### src/design/stkpal_pkg.sv
// Shared types and constants for the stack with palindrome check.
// Used by the controller, the datapath and the top level; depends on nothing.
`default_nettype none

package stkpal_pkg;

    // Command codes carried by an input item.
    localparam logic [1:0] CMD_PUSH  = 2'd0;
    localparam logic [1:0] CMD_POP   = 2'd1;
    localparam logic [1:0] CMD_CHECK = 2'd2;

    // Result status codes.
    typedef enum logic [1:0] {
        ST_OK        = 2'd0,
        ST_OVERFLOW  = 2'd1,
        ST_UNDERFLOW = 2'd2,
        ST_EMPTY     = 2'd3
    } t_status;

    // Controller states.
    typedef enum logic [1:0] {
        S_IDLE     = 2'd0,
        S_POP_WAIT = 2'd1,
        S_CHK_RD   = 2'd2,
        S_CHK_CMP  = 2'd3
    } t_state;

    // Commands from the controller to the datapath.
    typedef struct packed {
        logic    push;       // store the pushed word and raise the count
        logic    pop;        // lower the count
        logic    rd_top;     // read the top entry on the second port
        logic    chk_init;   // load the bottom and top pointers
        logic    chk_adv;    // move both pointers one entry inward
        logic    emit;       // load the result registers
        t_status res_status;
        logic    res_pal;
        logic    res_use_rd; // take the popped word from the read port
    } t_dp_cmd;

    // Status from the datapath to the controller.
    typedef struct packed {
        logic full;
        logic empty;
        logic single;
        logic mismatch;
        logic last_pair;
    } t_dp_stat;

endpackage

`default_nettype wire

### src/design/stkpal_ctrl.sv
// Controller state machine for the stack with palindrome check.
// Depends on stkpal_pkg for the state, command and status types.
`default_nettype none

module stkpal_ctrl (
    input  wire logic                 i_clk,
    input  wire logic                 i_rst_n,
    input  wire logic                 i_start,
    input  wire logic [1:0]           i_cmd,
    input  wire stkpal_pkg::t_dp_stat i_stat,
    output stkpal_pkg::t_dp_cmd       o_dp_cmd,
    output logic                      o_busy
);
    import stkpal_pkg::*;

    t_state r_state;
    t_state n_state;

    // State register.
    always_ff @(posedge i_clk) begin
        if (!i_rst_n) begin
            r_state <= S_IDLE;
        end else begin
            r_state <= n_state;
        end
    end

    // Next state.
    always_comb begin
        n_state = r_state;
        case (r_state)
            S_IDLE: begin
                if (i_start) begin
                    if (i_cmd == CMD_POP && !i_stat.empty) begin
                        n_state = S_POP_WAIT;
                    end else if (i_cmd == CMD_CHECK && !i_stat.empty && !i_stat.single) begin
                        n_state = S_CHK_RD;
                    end
                end
            end
            S_POP_WAIT: n_state = S_IDLE;
            S_CHK_RD:   n_state = S_CHK_CMP;
            S_CHK_CMP: begin
                if (i_stat.mismatch || i_stat.last_pair) begin
                    n_state = S_IDLE;
                end else begin
                    n_state = S_CHK_RD;
                end
            end
            default: n_state = S_IDLE;
        endcase
    end

    // Outputs: datapath commands and the busy flag.
    always_comb begin
        o_dp_cmd            = '0;
        o_dp_cmd.res_status = ST_OK;
        o_busy              = (r_state != S_IDLE);
        case (r_state)
            S_IDLE: begin
                if (i_start) begin
                    case (i_cmd)
                        CMD_PUSH: begin
                            o_dp_cmd.emit = 1'b1;
                            if (i_stat.full) begin
                                o_dp_cmd.res_status = ST_OVERFLOW;
                            end else begin
                                o_dp_cmd.push = 1'b1;
                            end
                        end
                        CMD_POP: begin
                            if (i_stat.empty) begin
                                o_dp_cmd.emit       = 1'b1;
                                o_dp_cmd.res_status = ST_UNDERFLOW;
                            end else begin
                                o_dp_cmd.pop    = 1'b1;
                                o_dp_cmd.rd_top = 1'b1;
                            end
                        end
                        CMD_CHECK: begin
                            if (i_stat.empty) begin
                                o_dp_cmd.emit       = 1'b1;
                                o_dp_cmd.res_status = ST_EMPTY;
                            end else if (i_stat.single) begin
                                o_dp_cmd.emit    = 1'b1;
                                o_dp_cmd.res_pal = 1'b1;
                            end else begin
                                o_dp_cmd.chk_init = 1'b1;
                            end
                        end
                        default: begin
                            // Unused command code: no operation, plain result.
                            o_dp_cmd.emit = 1'b1;
                        end
                    endcase
                end
            end
            S_POP_WAIT: begin
                o_dp_cmd.emit       = 1'b1;
                o_dp_cmd.res_use_rd = 1'b1;
            end
            S_CHK_RD: begin
                // The pair is read from memory in this cycle.
            end
            S_CHK_CMP: begin
                if (i_stat.mismatch) begin
                    o_dp_cmd.emit = 1'b1;
                end else if (i_stat.last_pair) begin
                    o_dp_cmd.emit    = 1'b1;
                    o_dp_cmd.res_pal = 1'b1;
                end else begin
                    o_dp_cmd.chk_adv = 1'b1;
                end
            end
            default: begin
                o_dp_cmd = '0;
            end
        endcase
    end

endmodule

`default_nettype wire

### config.mk
export PLATFORM = sky130hd
export DESIGN_NAME = stkpal_ctrl
export DESIGN_NICKNAME = d
export VERILOG_FILES = /design/src/design/stkpal_pkg.sv /design/src/design/stkpal_ctrl.sv
export SDC_FILE = /design/constraint.sdc
export NUM_CORES = 1
export LEC_CHECK = 0
export BUFFER_PORTS_ARGS = -buffer_cell sky130_fd_sc_hd__buf_4
export CORE_AREA = 2 2 39 41
export CTS_CLUSTER_DIAMETER = 100
export DETAILED_ROUTE_END_ITERATION = 6
export DIE_AREA = 0 0 41 43
export MAX_ROUTING_LAYER = met4
export PLACE_DENSITY = 0.6
export SLEW_MARGIN = 30
export SYNTH_ARGS = -nofsm -noshare
export SYNTH_HDL_FRONTEND = slang
export SYNTH_SLANG_ARGS = --single-unit
export TNS_END_PERCENT = 1
### constraint.sdc
create_clock -name i_clk -period 2.4 [get_ports i_clk]
set_clock_uncertainty 0.2 [all_clocks]
set_input_delay 0.6 -clock i_clk [delete_from_list [all_inputs] [get_ports i_clk]]
set_output_delay 0.6 -clock i_clk [all_outputs]
set_load 0.005 [all_outputs]
After elaboration in Yosys (flattened, before gate mapping). Cells that the tools add are included.

Add/subtract/negate cells: 0. Multipliers: 0. Divide/modulo/power cells: 0. Order comparisons: 0. Equality and inequality tests: 7. Shift-type cells: 0. Mux-type cells: 34. Bitwise operators: 0. Reduce and logical (&&, ||, !) cells: 10.

Operators with widths (number): two-way mux 1 bit (17); two-way mux 2 bit (8); two-way mux 4 bit (3); case mux 2 bit (4 select lines) (1); == test 2 bit, second input constant (3); case mux 2 bit (3 select lines) (1); == test 2 x 1 -> 1 bit, second input constant (2); logical NOT 2 bit (2); case mux 1 bit (2 select lines) (2); logical AND 1 bit (3); two-way mux 3 bit (1); != test 3 bit, second input constant (1); case mux 1 bit (3 select lines) (1); logical NOT 1 bit (2); != test 2 bit, second input constant (1); AND reduction 2 bit (1); nonzero test 2 bit (1); logical OR 1 bit (1).

Flip-flop bits (word level): 2. Latch bits: 0. Bits in writable memories: 0. Bits in read-only memories: 0. Output and inout bits: 11. Word-level logic and storage cells: 52. Memories kept: 0.

Depth between registers and ports, before layout.
Depth after elaboration: 7. Mapped depth: 6. Gate-level depth less buffers: 6.

Worst setup path after synthesis. Ideal clock, no wire load.

Path kind: input port to output port. Start: input port i_cmd[1]. End: output port o_dp_cmd[4] (netlist bit). Arrival time: 1.378 ns. Slack: 0.222 ns. Stages: 6. Buffers on the path: 0. Cells stage by stage: inv_1 ha_1 nor2_1 o21ai_0 nand3_1 a31oi_1.

RTL lines: from (decl) (RTL line stkpal_ctrl.sv:9) `input wire logic [1:0] i_cmd,`; to (decl) (RTL line stkpal_ctrl.sv:11) `output stkpal_pkg::t_dp_cmd o_dp_cmd,`.

==> out/results.txt <==
drt first pass iters -> 2
Residual DRC -> 0
Crit Path Class -> in2out
Synth top area share -> 0.254
# diodes -> 0
CP startpoint kind -> input port
Yosys top cell by area -> ha_1
Yosys cell types -> 27
storage element area -> 40.0 um^2
antenna-violating nets left -> 0
top flop regs -> r_state x2
crit path DAT -> 1.52 ns
Post-synth EDFFs -> 0
fmax -> 0.431 GHz
Slew HR -> 0.831
Max Root-Sink Buffers -> 2
logic gate share of total power -> 0.676
area of the multi-input gates -> 347 um^2
initial antenna violation count -> 0
Mapped Area -> 394 um^2
first-pass GRT wire length -> 1260 um
dpl hpwl -> 723 um
initial DRC count -> 5
Max VDD drop -> 0.204 mV
sw power -> 166 uW
gr ovfl total -> 0
Power Density -> 639 nW/um^2
Top FF cell, synth -> dfxtp_1
TritonCTS Buffers -> 3
Boundary Pins -> 21
Tot Pwr -> 418 uW
cell internal pwr -> 252 uW
placed cells -> 88
Top reg by flops -> r_state
sequential area share after synthesis -> 0.102
Buffers & Inverters on Critical Path -> 3
later-pin clock latency in the skew report -> 0.22 ns
CP endpoint kind -> output port
clk root buf -> clkbuf_4
Worst EP required -> 1.60 ns
worst slew pin tran -> 0.250 ns
Top Family by Delay on Critical Path -> buffers and inverters
Post-synth top cells -> 8 x ha_1, 8 x inv_1, 3 x nor3b_1
Seq pwr share -> 0.143
setup TNS -> 0 ns
Die H -> 43 um
Die X-Extent -> 41 um
Worst Hold Class -> reg2reg
htree depth -> 1
die area -> 1760 um^2
final WL -> 904 um
Leak -> 0.000319 uW
Post-CTS Hold Fix Bufs -> 0
Final Max Slew Viols -> 0
Synth area leaders -> ha_1 25%, dfxtp_1 10%, inv_1 7.6%
synthesized net count -> 65
clock share of power -> 0.180
Async SR Flop Fraction -> 0
DR vias -> 410
number of flip-flops in the largest register -> 2
Yosys reg bits -> 2
Synth Area per Inst -> 8.39 um^2
CP max-delay cell -> nor4b_1
Starting Density -> 0.285
CP max stage delay -> 0.30 ns
vias in the first global route -> 351
Setup Viol. Count Final -> 0
Final period util -> 0.966
Crit Path Max Fanout -> 2
Core ar. -> 1380 um^2
largest net degree at the start of global routing -> 8
wire per inst -> 9.93 um
Final GP Congestion -> 0.709
RSZ-0062 raised after global routing -> false
# nets final -> 95
Post-Synthesis Cells -> 47
total track usage -> 0.106
Port Buf Inserts -> 20
TritonCTS clock tree -> done
share of layout cells above drive strength 1 -> 0.547
MaxCap Viol Count -> 0
row count -> 14
drt via density -> 4.51
filler cell count -> 144
CP cell instances -> buf_4 > buf_4 > ha_1 > nor4b_1 > buf_4
synthesis-to-layout area growth -> 66.0%
final std cells w/o fill -> 91
clock slew at reported path FFs -> 0.03 ns
Num Clock Sinks -> 2
Synth warnings -> 0
most common cell type on the critical path -> buf_4
Final min period -> 2.32 ns
Net Sw Frac -> 0.397
status -> complete, no violations
Fin. Hold Viols -> 0
## kinds of logic (layout without fill, tap and decap cells)
group | count (synthesis) | after routing | share of synthesized area
compound gates | 9 | 9 | 0.206
fa+ha+maj | 8 | 8 | 0.254
buf+inv | 9 | 37 | 0.0952
flops | 2 | 2 | 0.102
simple gates | 19 | 19 | 0.343
## area by class of cell
class	count	area share
Tap cell	16	0.0306
Timing Repair Buffer	26	0.298
Clock buffer	3	0.0344
Sequential cell	2	0.0612
Multi-Input combinational cell	36	0.530
Inverter	8	0.0459
## path summary, 6_finish.rpt
path         cells after the start                 endpoint                     from  slack (ns)
min                              2  r_state[1]$_SDFFE_PN0P_  r_state[1]$_SDFFE_PN0P_        0.36
max                              5              o_dp_cmd[3]                 i_cmd[0]        0.08
min reg2reg                      2  r_state[1]$_SDFFE_PN0P_  r_state[1]$_SDFFE_PN0P_        0.36
max reg2reg                      7  r_state[0]$_SDFFE_PN0P_  r_state[0]$_SDFFE_PN0P_        0.65
## worst reg2reg max path, cell delays in order (launching register included)
cell and delay (ns):
dfxtp_1 0.40, inv_1 0.09, ha_1 0.23, buf_4 0.16, nor2b_4 0.13, a22oi_4 0.19
nor2_2 0.05, a311oi_2 0.21
## metrics by stage
step / area (um^2) / hold slack, ns / worst slack (ns) / util
after floorplan: 394 / 0.307 / 0.222 / -
after detailed placement: 602 / 0.362 / -0.0379 / 0.435
after CTS: 637 / 0.367 / 0.0164 / 0.460
after global placement: 602 / 0.363 / 0.00290 / 0.435
final: 654 / 0.364 / 0.0825 / 0.473
after global routing: 654 / 0.390 / 0.0259 / 0.473
## placed cells by master, fill, tap and decap left out, types with 2 or more instances in the layout
master	n
nor2_2	2
nor3b_1	3
clkbuf_4	3
inv_2	2
inv_1	6
ha_1	6
dfxtp_1	2
ha_4	2
buf_4	26
## timing repair
item / in CTS / in global routing
pin swaps: 1 / 0
gates resized for setup: 3 / 6
buffers inserted: 0 / 0
setup endpoints to repair: 2 / 3
## power by group through the flow
stage | registers, uW | clock network, uW | logic [uW]
floorplan | 56.4 | 0 | 170
global placement | 60.9 | 0 | 275
detailed placement | 60.0 | 0 | 278
CTS | 60.7 | 80.2 | 281
global route | 62.2 | 82.9 | 312
finish | 60.0 | 75.3 | 283
## layer usage
metal / vias to the layer above / track usage / part of all wire
met5: - / - / 0
met2: 14 / 0.172 / 0.50
li1: 221 / - / -
met1: 175 / 0.117 / 0.43
met4: 0 / 0.0800 / 0
met3: 0 / 0 / 0.065
(Power assumes the default switching activity.)
